$ cat src/rtl/core/cam_pkg.sv
package cam_pkg;

  localparam int FracBitsDefault = 14;
  localparam int SetW = 16;
  localparam int CoefW = 20;
  localparam int CordicIters = 24;
  localparam int AngW = 34;
  localparam int QueueDepth = 2;

  localparam logic signed [AngW-1:0] PiQ30 = 34'sd3373259426;
  localparam logic signed [AngW-1:0] HalfPiQ30 = 34'sd1686629713;
  localparam logic signed [AngW-1:0] CordicGainQ30 = 34'sd652032874;
  localparam logic signed [AngW-1:0] ThirdQ30 = 34'sd357913941;
  localparam logic signed [AngW-1:0] InvSqrt3Q30 = 34'sd619925131;

  typedef struct packed {
    logic signed [SetW-1:0] brightness;
    logic signed [SetW-1:0] contrast;
    logic signed [SetW-1:0] hue;
    logic signed [SetW-1:0] saturation;
  } in_item_t;

  typedef struct packed {
    logic [1:0]              matrix_row;
    logic [1:0]              matrix_col;
    logic signed [CoefW-1:0] coefficient;
    logic                    last;
  } out_item_t;

  function automatic logic signed [AngW-1:0] atan_q30(input logic [4:0] i);
    logic signed [AngW-1:0] v;
    unique case (i)
      5'd0: v = 34'sh03243F6A8;
      5'd1: v = 34'sh01DAC6705;
      5'd2: v = 34'sh00FADBAFC;
      5'd3: v = 34'sh007F56EA6;
      5'd4: v = 34'sh003FEAB76;
      5'd5: v = 34'sh001FFD55B;
      5'd6: v = 34'sh000FFFAAA;
      5'd7: v = 34'sh0007FFF55;
      5'd8: v = 34'sh0003FFFEA;
      5'd9: v = 34'sh0001FFFFD;
      5'd10: v = 34'sh0000FFFFF;
      5'd11: v = 34'sh00007FFFF;
      5'd12: v = 34'sh00003FFFF;
      5'd13: v = 34'sh00001FFFF;
      5'd14: v = 34'sh00000FFFF;
      5'd15: v = 34'sh000007FFF;
      5'd16: v = 34'sh000003FFF;
      5'd17: v = 34'sh000001FFF;
      5'd18: v = 34'sh000000FFF;
      5'd19: v = 34'sh0000007FF;
      5'd20: v = 34'sh0000003FF;
      5'd21: v = 34'sh0000001FF;
      5'd22: v = 34'sh0000000FF;
      5'd23: v = 34'sh00000007F;
      default: v = '0;
    endcase
    return v;
  endfunction

endpackage

$ cat src/rtl/core/cam_front.sv
module cam_front #(
  parameter int FRAC_BITS = cam_pkg::FracBitsDefault,
  parameter int VW = FRAC_BITS + 6
) (
  input  logic                    clk,
  input  logic                    rst_n,
  input  logic                    in_vld,
  input  cam_pkg::in_item_t       in_item,
  output logic                    busy,
  output logic                    q_vld,
  output logic signed [VW-1:0]    q_b,
  output logic signed [VW-1:0]    q_c,
  output logic signed [VW-1:0]    q_s,
  output logic signed [VW-1:0]    q_hc,
  output logic signed [VW-1:0]    q_hs,
  input  logic                    q_pop
);
  localparam int AW = cam_pkg::AngW;
  localparam int IW = $clog2(cam_pkg::CordicIters + 1);
  localparam int SH = 30 - FRAC_BITS;
  localparam logic signed [VW-1:0] One = VW'(1) <<< FRAC_BITS;
  localparam int QD = cam_pkg::QueueDepth;
  localparam int QW = $clog2(QD + 1);
  localparam int QI = $clog2(QD);

  function automatic logic signed [VW-1:0] clampset(input logic signed [15:0] r);
    logic signed [VW-1:0] v;
    v = VW'(r);
    if (v > One) v = One;
    else if (v < -One) v = -One;
    return v;
  endfunction

  logic                  run_r, run_nxt;
  logic [IW-1:0]         it_r, it_nxt;
  logic signed [AW-1:0]  x_r, x_nxt, y_r, y_nxt, z_r, z_nxt;
  logic                  flip_r, flip_nxt;
  logic signed [VW-1:0]  b_r, c_r, s_r;
  logic signed [VW-1:0]  hu;
  logic signed [AW+VW-1:0] zp;
  logic signed [AW-1:0]  z0;
  logic signed [AW-1:0]  xs, ys, xf, yf;
  logic signed [VW-1:0]  hc, hs;
  logic                  done;

  logic signed [VW-1:0]  qb_r [QD], qc_r [QD], qs_r [QD], qhc_r [QD], qhs_r [QD];
  logic [QW-1:0]         cnt_r;
  logic                  full;

  assign full = (cnt_r == QW'(QD));
  assign busy = run_r;
  assign done = run_r && (it_r == IW'(cam_pkg::CordicIters)) && !full;

  always_comb begin
    hu = clampset(in_item.hue);
    zp = (AW + VW)'(hu) * (AW + VW)'(cam_pkg::PiQ30)
       + ((AW + VW)'(1) <<< (FRAC_BITS - 1));
    z0 = AW'(zp >>> FRAC_BITS);
  end

  always_comb begin
    run_nxt = run_r;
    it_nxt = it_r;
    x_nxt = x_r;
    y_nxt = y_r;
    z_nxt = z_r;
    flip_nxt = flip_r;
    xs = x_r >>> it_r;
    ys = y_r >>> it_r;
    if (!run_r && in_vld) begin
      run_nxt = 1'b1;
      it_nxt = '0;
      x_nxt = cam_pkg::CordicGainQ30;
      y_nxt = '0;
      if (z0 > cam_pkg::HalfPiQ30) begin
        z_nxt = z0 - cam_pkg::PiQ30;
        flip_nxt = 1'b1;
      end else if (z0 < -cam_pkg::HalfPiQ30) begin
        z_nxt = z0 + cam_pkg::PiQ30;
        flip_nxt = 1'b1;
      end else begin
        z_nxt = z0;
        flip_nxt = 1'b0;
      end
    end else if (run_r && it_r != IW'(cam_pkg::CordicIters)) begin
      it_nxt = it_r + IW'(1);
      if (!z_r[AW-1]) begin
        x_nxt = x_r - ys;
        y_nxt = y_r + xs;
        z_nxt = z_r - cam_pkg::atan_q30(5'(it_r));
      end else begin
        x_nxt = x_r + ys;
        y_nxt = y_r - xs;
        z_nxt = z_r + cam_pkg::atan_q30(5'(it_r));
      end
    end else if (done) begin
      run_nxt = 1'b0;
    end
  end

  always_comb begin
    xf = flip_r ? -x_r : x_r;
    yf = flip_r ? -y_r : y_r;
    hc = VW'((xf + (AW'(1) <<< (SH - 1))) >>> SH);
    hs = VW'((yf + (AW'(1) <<< (SH - 1))) >>> SH);
  end

  always_ff @(posedge clk) begin
    if (!rst_n) begin
      run_r <= 1'b0;
      it_r <= '0;
      cnt_r <= '0;
    end else begin
      run_r <= run_nxt;
      it_r <= it_nxt;
      if (done && !q_pop) cnt_r <= cnt_r + QW'(1);
      else if (!done && q_pop) cnt_r <= cnt_r - QW'(1);
    end
  end

  always_ff @(posedge clk) begin
    x_r <= x_nxt;
    y_r <= y_nxt;
    z_r <= z_nxt;
    flip_r <= flip_nxt;
    if (!run_r && in_vld) begin
      b_r <= (in_item.brightness < 0 ? clampset(in_item.brightness)
              : clampset(in_item.brightness) <<< 2) + One;
      c_r <= -clampset(in_item.contrast);
      s_r <= clampset(in_item.saturation) + One;
    end
    // pop with push only happens at one entry, so the push lands in the head
    if (q_pop && !done) begin
      for (int i = 0; i < QD - 1; i++) begin
        qb_r[i] <= qb_r[i+1];
        qc_r[i] <= qc_r[i+1];
        qs_r[i] <= qs_r[i+1];
        qhc_r[i] <= qhc_r[i+1];
        qhs_r[i] <= qhs_r[i+1];
      end
    end
    if (done) begin
      qb_r[QI'(cnt_r - QW'(q_pop))] <= b_r;
      qc_r[QI'(cnt_r - QW'(q_pop))] <= c_r;
      qs_r[QI'(cnt_r - QW'(q_pop))] <= s_r;
      qhc_r[QI'(cnt_r - QW'(q_pop))] <= hc;
      qhs_r[QI'(cnt_r - QW'(q_pop))] <= hs;
    end
  end

  assign q_vld = (cnt_r != '0);
  assign q_b = qb_r[0];
  assign q_c = qc_r[0];
  assign q_s = qs_r[0];
  assign q_hc = qhc_r[0];
  assign q_hs = qhs_r[0];

  a_cnt: assert property (@(posedge clk) disable iff (!rst_n) cnt_r <= QW'(QD))
    else $error("queue overflow");
  a_pop: assert property (@(posedge clk) disable iff (!rst_n) q_pop |-> q_vld)
    else $error("pop from empty queue");
  a_it: assert property (@(posedge clk) disable iff (!rst_n)
    run_r && it_r != IW'(cam_pkg::CordicIters) |=> run_r)
    else $error("cordic aborted");
endmodule

$ cat config.mk
export PLATFORM = sky130hd
export DESIGN_NAME = cam_front
export DESIGN_NICKNAME = d
export VERILOG_FILES = /design/src/rtl/core/cam_pkg.sv /design/src/rtl/core/cam_front.sv
export SDC_FILE = /design/constraint.sdc
export NUM_CORES = 2
export LEC_CHECK = 0
export BUFFER_PORTS_ARGS = -buffer_cell sky130_fd_sc_hd__buf_2
export CAP_MARGIN = 25
export CELL_PAD_IN_SITES_DETAIL_PLACEMENT = 0
export CELL_PAD_IN_SITES_GLOBAL_PLACEMENT = 2
export CORE_MARGIN = 4
export CORE_UTILIZATION = 30
export DETAILED_ROUTE_END_ITERATION = 10
export PLACE_DENSITY = 0.64
export SYNTH_ARGS = -nofsm -noshare
export SYNTH_HDL_FRONTEND = slang
export SYNTH_SLANG_ARGS = --single-unit
$ cat constraint.sdc
create_clock -name clk -period 9.7 [get_ports clk]
set_clock_uncertainty 0.05 [all_clocks]
set_input_delay 0.485 -clock clk [delete_from_list [all_inputs] [get_ports clk]]
set_output_delay 0.485 -clock clk [all_outputs]
set_load 0.05 [all_outputs]
==> impl_results.rst <==
.. list-table::
   :header-rows: 1

   * - Metric
     - Value
   * - Run status
     - finished, final reports clean
   * - Total global-route track usage
     - 17.8%
   * - Clock transition at path regs
     - 0.05 ns
   * - Number of remaining DRC errors
     - 0
   * - Number of cells traversed by the worst hold path
     - 3
   * - Largest delay share family, worst path
     - adder cells
   * - Total clock buffers created by CTS
     - 50
   * - Number of global-route vias before repair
     - 33308
   * - Net count, final
     - between 5000 and 6000
   * - WP depth
     - 39
   * - MaxCap Viol Count
     - 0
   * - Worst reg-to-reg path cell count
     - 25
   * - Clock latency at the later pin of the worst-skew pair
     - about 0.65 ns
   * - Post-DRT Antenna Nets
     - 0
   * - Synth Instances
     - approximately 4400
   * - Category of the worst setup path launch point
     - input pin
   * - Clock net sink count
     - between 300 and 400
   * - Category of the worst setup path capture point
     - flip-flop
   * - Path class of the lowest-slack min-delay path
     - input pin to flip-flop
   * - Maximum buffer depth of the clock tree
     - 3
   * - Most frequent cells in the layout
     - sky130_fd_sc_hd__nand2_1, sky130_fd_sc_hd__buf_4, sky130_fd_sc_hd__ha_1, sky130_fd_sc_hd__inv_1, sky130_fd_sc_hd__edfxtp_1
   * - Die Footprint
     - about 140000 um^2
   * - Final antenna diode count
     - 0
   * - Netlist area before placement
     - between 30000 and 40000 um^2
   * - DR iter-0 viols
     - 2000
   * - Final setup fails
     - 0
   * - Number of storage elements in the synthesis netlist
     - approximately 400
   * - Number of detailed-route iterations in the first pass
     - 5
   * - Max frequency
     - between 100 and 150 MHz
   * - Classification of the worst setup path
     - input pin to flip-flop
   * - Share of synthesized registers carrying an async set or reset
     - 0%
   * - Global-route wire length before repair
     - 194000 um
   * - Crit share post-route
     - a little over nine tenths
   * - Maximum number of pins on one net before global-route repair
     - 95
   * - Clk Tree Root Cell
     - sky130_fd_sc_hd__clkbuf_16
   * - HPWL after detailed placement
     - around 96000 um
   * - Final hold slack
     - 0.0841 ns
   * - Tmin final
     - ~9.4 ns
   * - Largest fanout on the critical path
     - 8
   * - Proportion of synthesized chip area in sequential cells
     - 27.9%
   * - Mean instance size in the synthesized netlist
     - between 8 and 9 um^2
   * - Starting utilization of the core area
     - a little under a third
   * - Crit path buf inv count
     - 11
   * - Total count of max-transition violations in the final report
     - 0
   * - Crit path DAT
     - 9.72 ns
   * - I/O pin count
     - 170
   * - Standard-cell rows
     - between 100 and 150
   * - Required time at the endpoint of the critical path
     - 10.00 ns
   * - Unrepaired setup endpoints after global routing
     - yes
   * - Final count of hold timing violations
     - 0
   * - Worst relative slew slack
     - around 36%
   * - Most prevalent standard cell on the critical path
     - sky130_fd_sc_hd__fa_1
   * - Number of flops mapped to enable cells by yosys
     - roughly 300
   * - CORE AREA
     - ~130000 um^2
   * - Yosys synthesis warning count
     - 0
   * - Most frequent standard cell in the layout excluding fill and tap cells
     - sky130_fd_sc_hd__nand2_1
   * - Maximum level of the CTS H-tree
     - 2
   * - Number of hold buffers added after CTS
     - 0
   * - Die Ht
     - between 300 and 400 um
   * - Sum of routed wire length over all layers
     - between 100000 and 150000 um
   * - Area overhead of the layout relative to synthesis
     - 22.5%
   * - Slowest-stage cell, CP
     - sky130_fd_sc_hd__or4_4
   * - GR Overflow Total
     - 0
   * - Filler cells
     - around 13000
   * - Post-synth cell types
     - 114
   * - Horizontal extent of the die
     - about 370 um
   * - CTS tree
     - built
   * - Number of antenna violations at the first check in global routing
     - 2
   * - Tightest Pin Transition
     - approximately 0.96 ns
   * - Avg Vias per Cell
     - 5.00
   * - DR vias
     - 33350
   * - GP Congestion
     - between 0.8 and 0.9
   * - Maximum single-stage delay on the critical path
     - 0.60 ns
   * - Fraction of final layout cells with drive strength greater than 1
     - ~21%
   * - Input/output buffers
     - approximately 170
   * - Dominant register cell in the synthesized netlist
     - sky130_fd_sc_hd__edfxtp_1
   * - DR WL/cell
     - approximately 19 um
[cell type report]
type / instances / area [um^2] / share of cell area (%)
multi-input cells: 3433 / 26900 / 56.1
flip-flops and latches: 398 / 10900 / 22.8
repair buffers: 685 / 4920 / 10.3
well taps: 1742 / 2180 / 4.55
clock buffers: 64 / 1350 / 2.83
inverters: 315 / 1190 / 2.48
clock inverters: 28 / 515 / 1.08
[flip-flops by register name (all words and copies together), names as in the netlist, 34 cells and up, named ones only]
signal,flops
qhc_r,40
qs_r,40
y_r,34
x_r,34
qhs_r,40
qc_r,40
z_r,34
qb_r,40
[path summary, 6_finish.rpt]
| check | start | to | slack [ns] |
|---|---|---|---|
| worst max register to register | it_r[0]$_SDFFE_PP0P_ | x_r[33]$_SDFFE_PP0P_ | 1.56 |
| worst min register to register | x_r[0]$_SDFFE_PP0P_ | x_r[0]$_SDFFE_PP0P_ | 0.46 |
| worst max-delay path | in_item[23] | z_r[22]$_DFFE_PP_ | 0.27 |
| worst min-delay path | in_vld | busy$_SDFFE_PN0P_ | 0.08 |
[worst reg2reg max path: cells and delay by family (launching register included)]
family	cells	cell delay, ns
fa+ha+maj	1	0.36
mux	2	0.94
simple gates	6	1.72
buf+inv	1	0.50
flops	1	0.74
xor+xnor	2	0.48
compound gates	13	3.27
[stage by stage]
| stage | instance area (um^2) | setup TNS (ns) | setup slack [ns] | std cells | util, % |
|---|---|---|---|---|---|
| 2_1_floorplan | 39200 | 0 | 0.0103 | 4377 | - |
| 3_3_place_gp | 45000 | -18.41 | -0.627 | 6544 | 34.8 |
| 3_5_place_dp | 45000 | -23.46 | -0.784 | 6544 | 34.8 |
| 4_1_cts | 46900 | 0 | 0.00452 | 6636 | 36.2 |
| 5_1_grt | 47900 | -0.915 | -0.121 | 6665 | 37.0 |
| 6_report | 47900 | 0 | 0.273 | 6665 | 37.0 |
[Yosys cell counts (all sizes together), types with 15 or more instances]
master / count / area, um^2
o21ai: 274 / 1380
or2: 23 / 146
o22ai: 29 / 181
o21bai: 27 / 203
mux2: 24 / 270
nor4: 47 / 319
or3: 44 / 275
mux4: 71 / 1600
o211ai: 30 / 235
a21o: 59 / 450
a211oi: 30 / 225
a21oi: 274 / 1380
edfxtp: 292 / 8770
nor2b: 46 / 288
xnor2: 197 / 1730
a31oi: 39 / 274
inv: 313 / 1170
and2: 68 / 425
nand4: 24 / 156
clkbuf: 179 / 672
nand2b: 45 / 282
o21a: 42 / 317
a21boi: 15 / 113
nor2: 273 / 1030
buf: 53 / 269
nand2: 573 / 2150
xor2: 139 / 1220
ha: 321 / 4020
and3: 41 / 262
o31ai: 36 / 280
dfxtp: 106 / 2120
fa: 166 / 3320
mux2i: 42 / 420
nor3: 119 / 618
nand3: 99 / 531
[timing repair]
action,CTS,global route
cloned,0,5
pin swaps,0,77
endpoints found under the setup margin,30,34
buffers inserted,0,23
resized for setup,6,149
[kinds of logic (layout without fill, tap and decap cells)]
family / after synthesis / count (layout) / share of synthesized area (%)
other cells: 1 / 5 / 0.00959
simple gates: 1459 / 1459 / 17.8
compound gates: 1007 / 1008 / 16.7
flops: 398 / 398 / 27.9
mux: 137 / 137 / 5.86
xor+xnor: 336 / 336 / 7.57
fa+ha+maj: 488 / 488 / 18.8
buf+inv: 547 / 1092 / 5.43
[per-layer routing]
metal	wire, um	track usage, %	up-vias
met4	1590	2.75	0
met1	59600	25.0	16090
li1	-	-	16641
met3	4440	2.09	75
met2	58000	29.8	544
met5	0	0	-
Power is left out: the tool's default activity adds up to more than one toggle a clock period on the data nets, which glitch-free logic cannot reach.
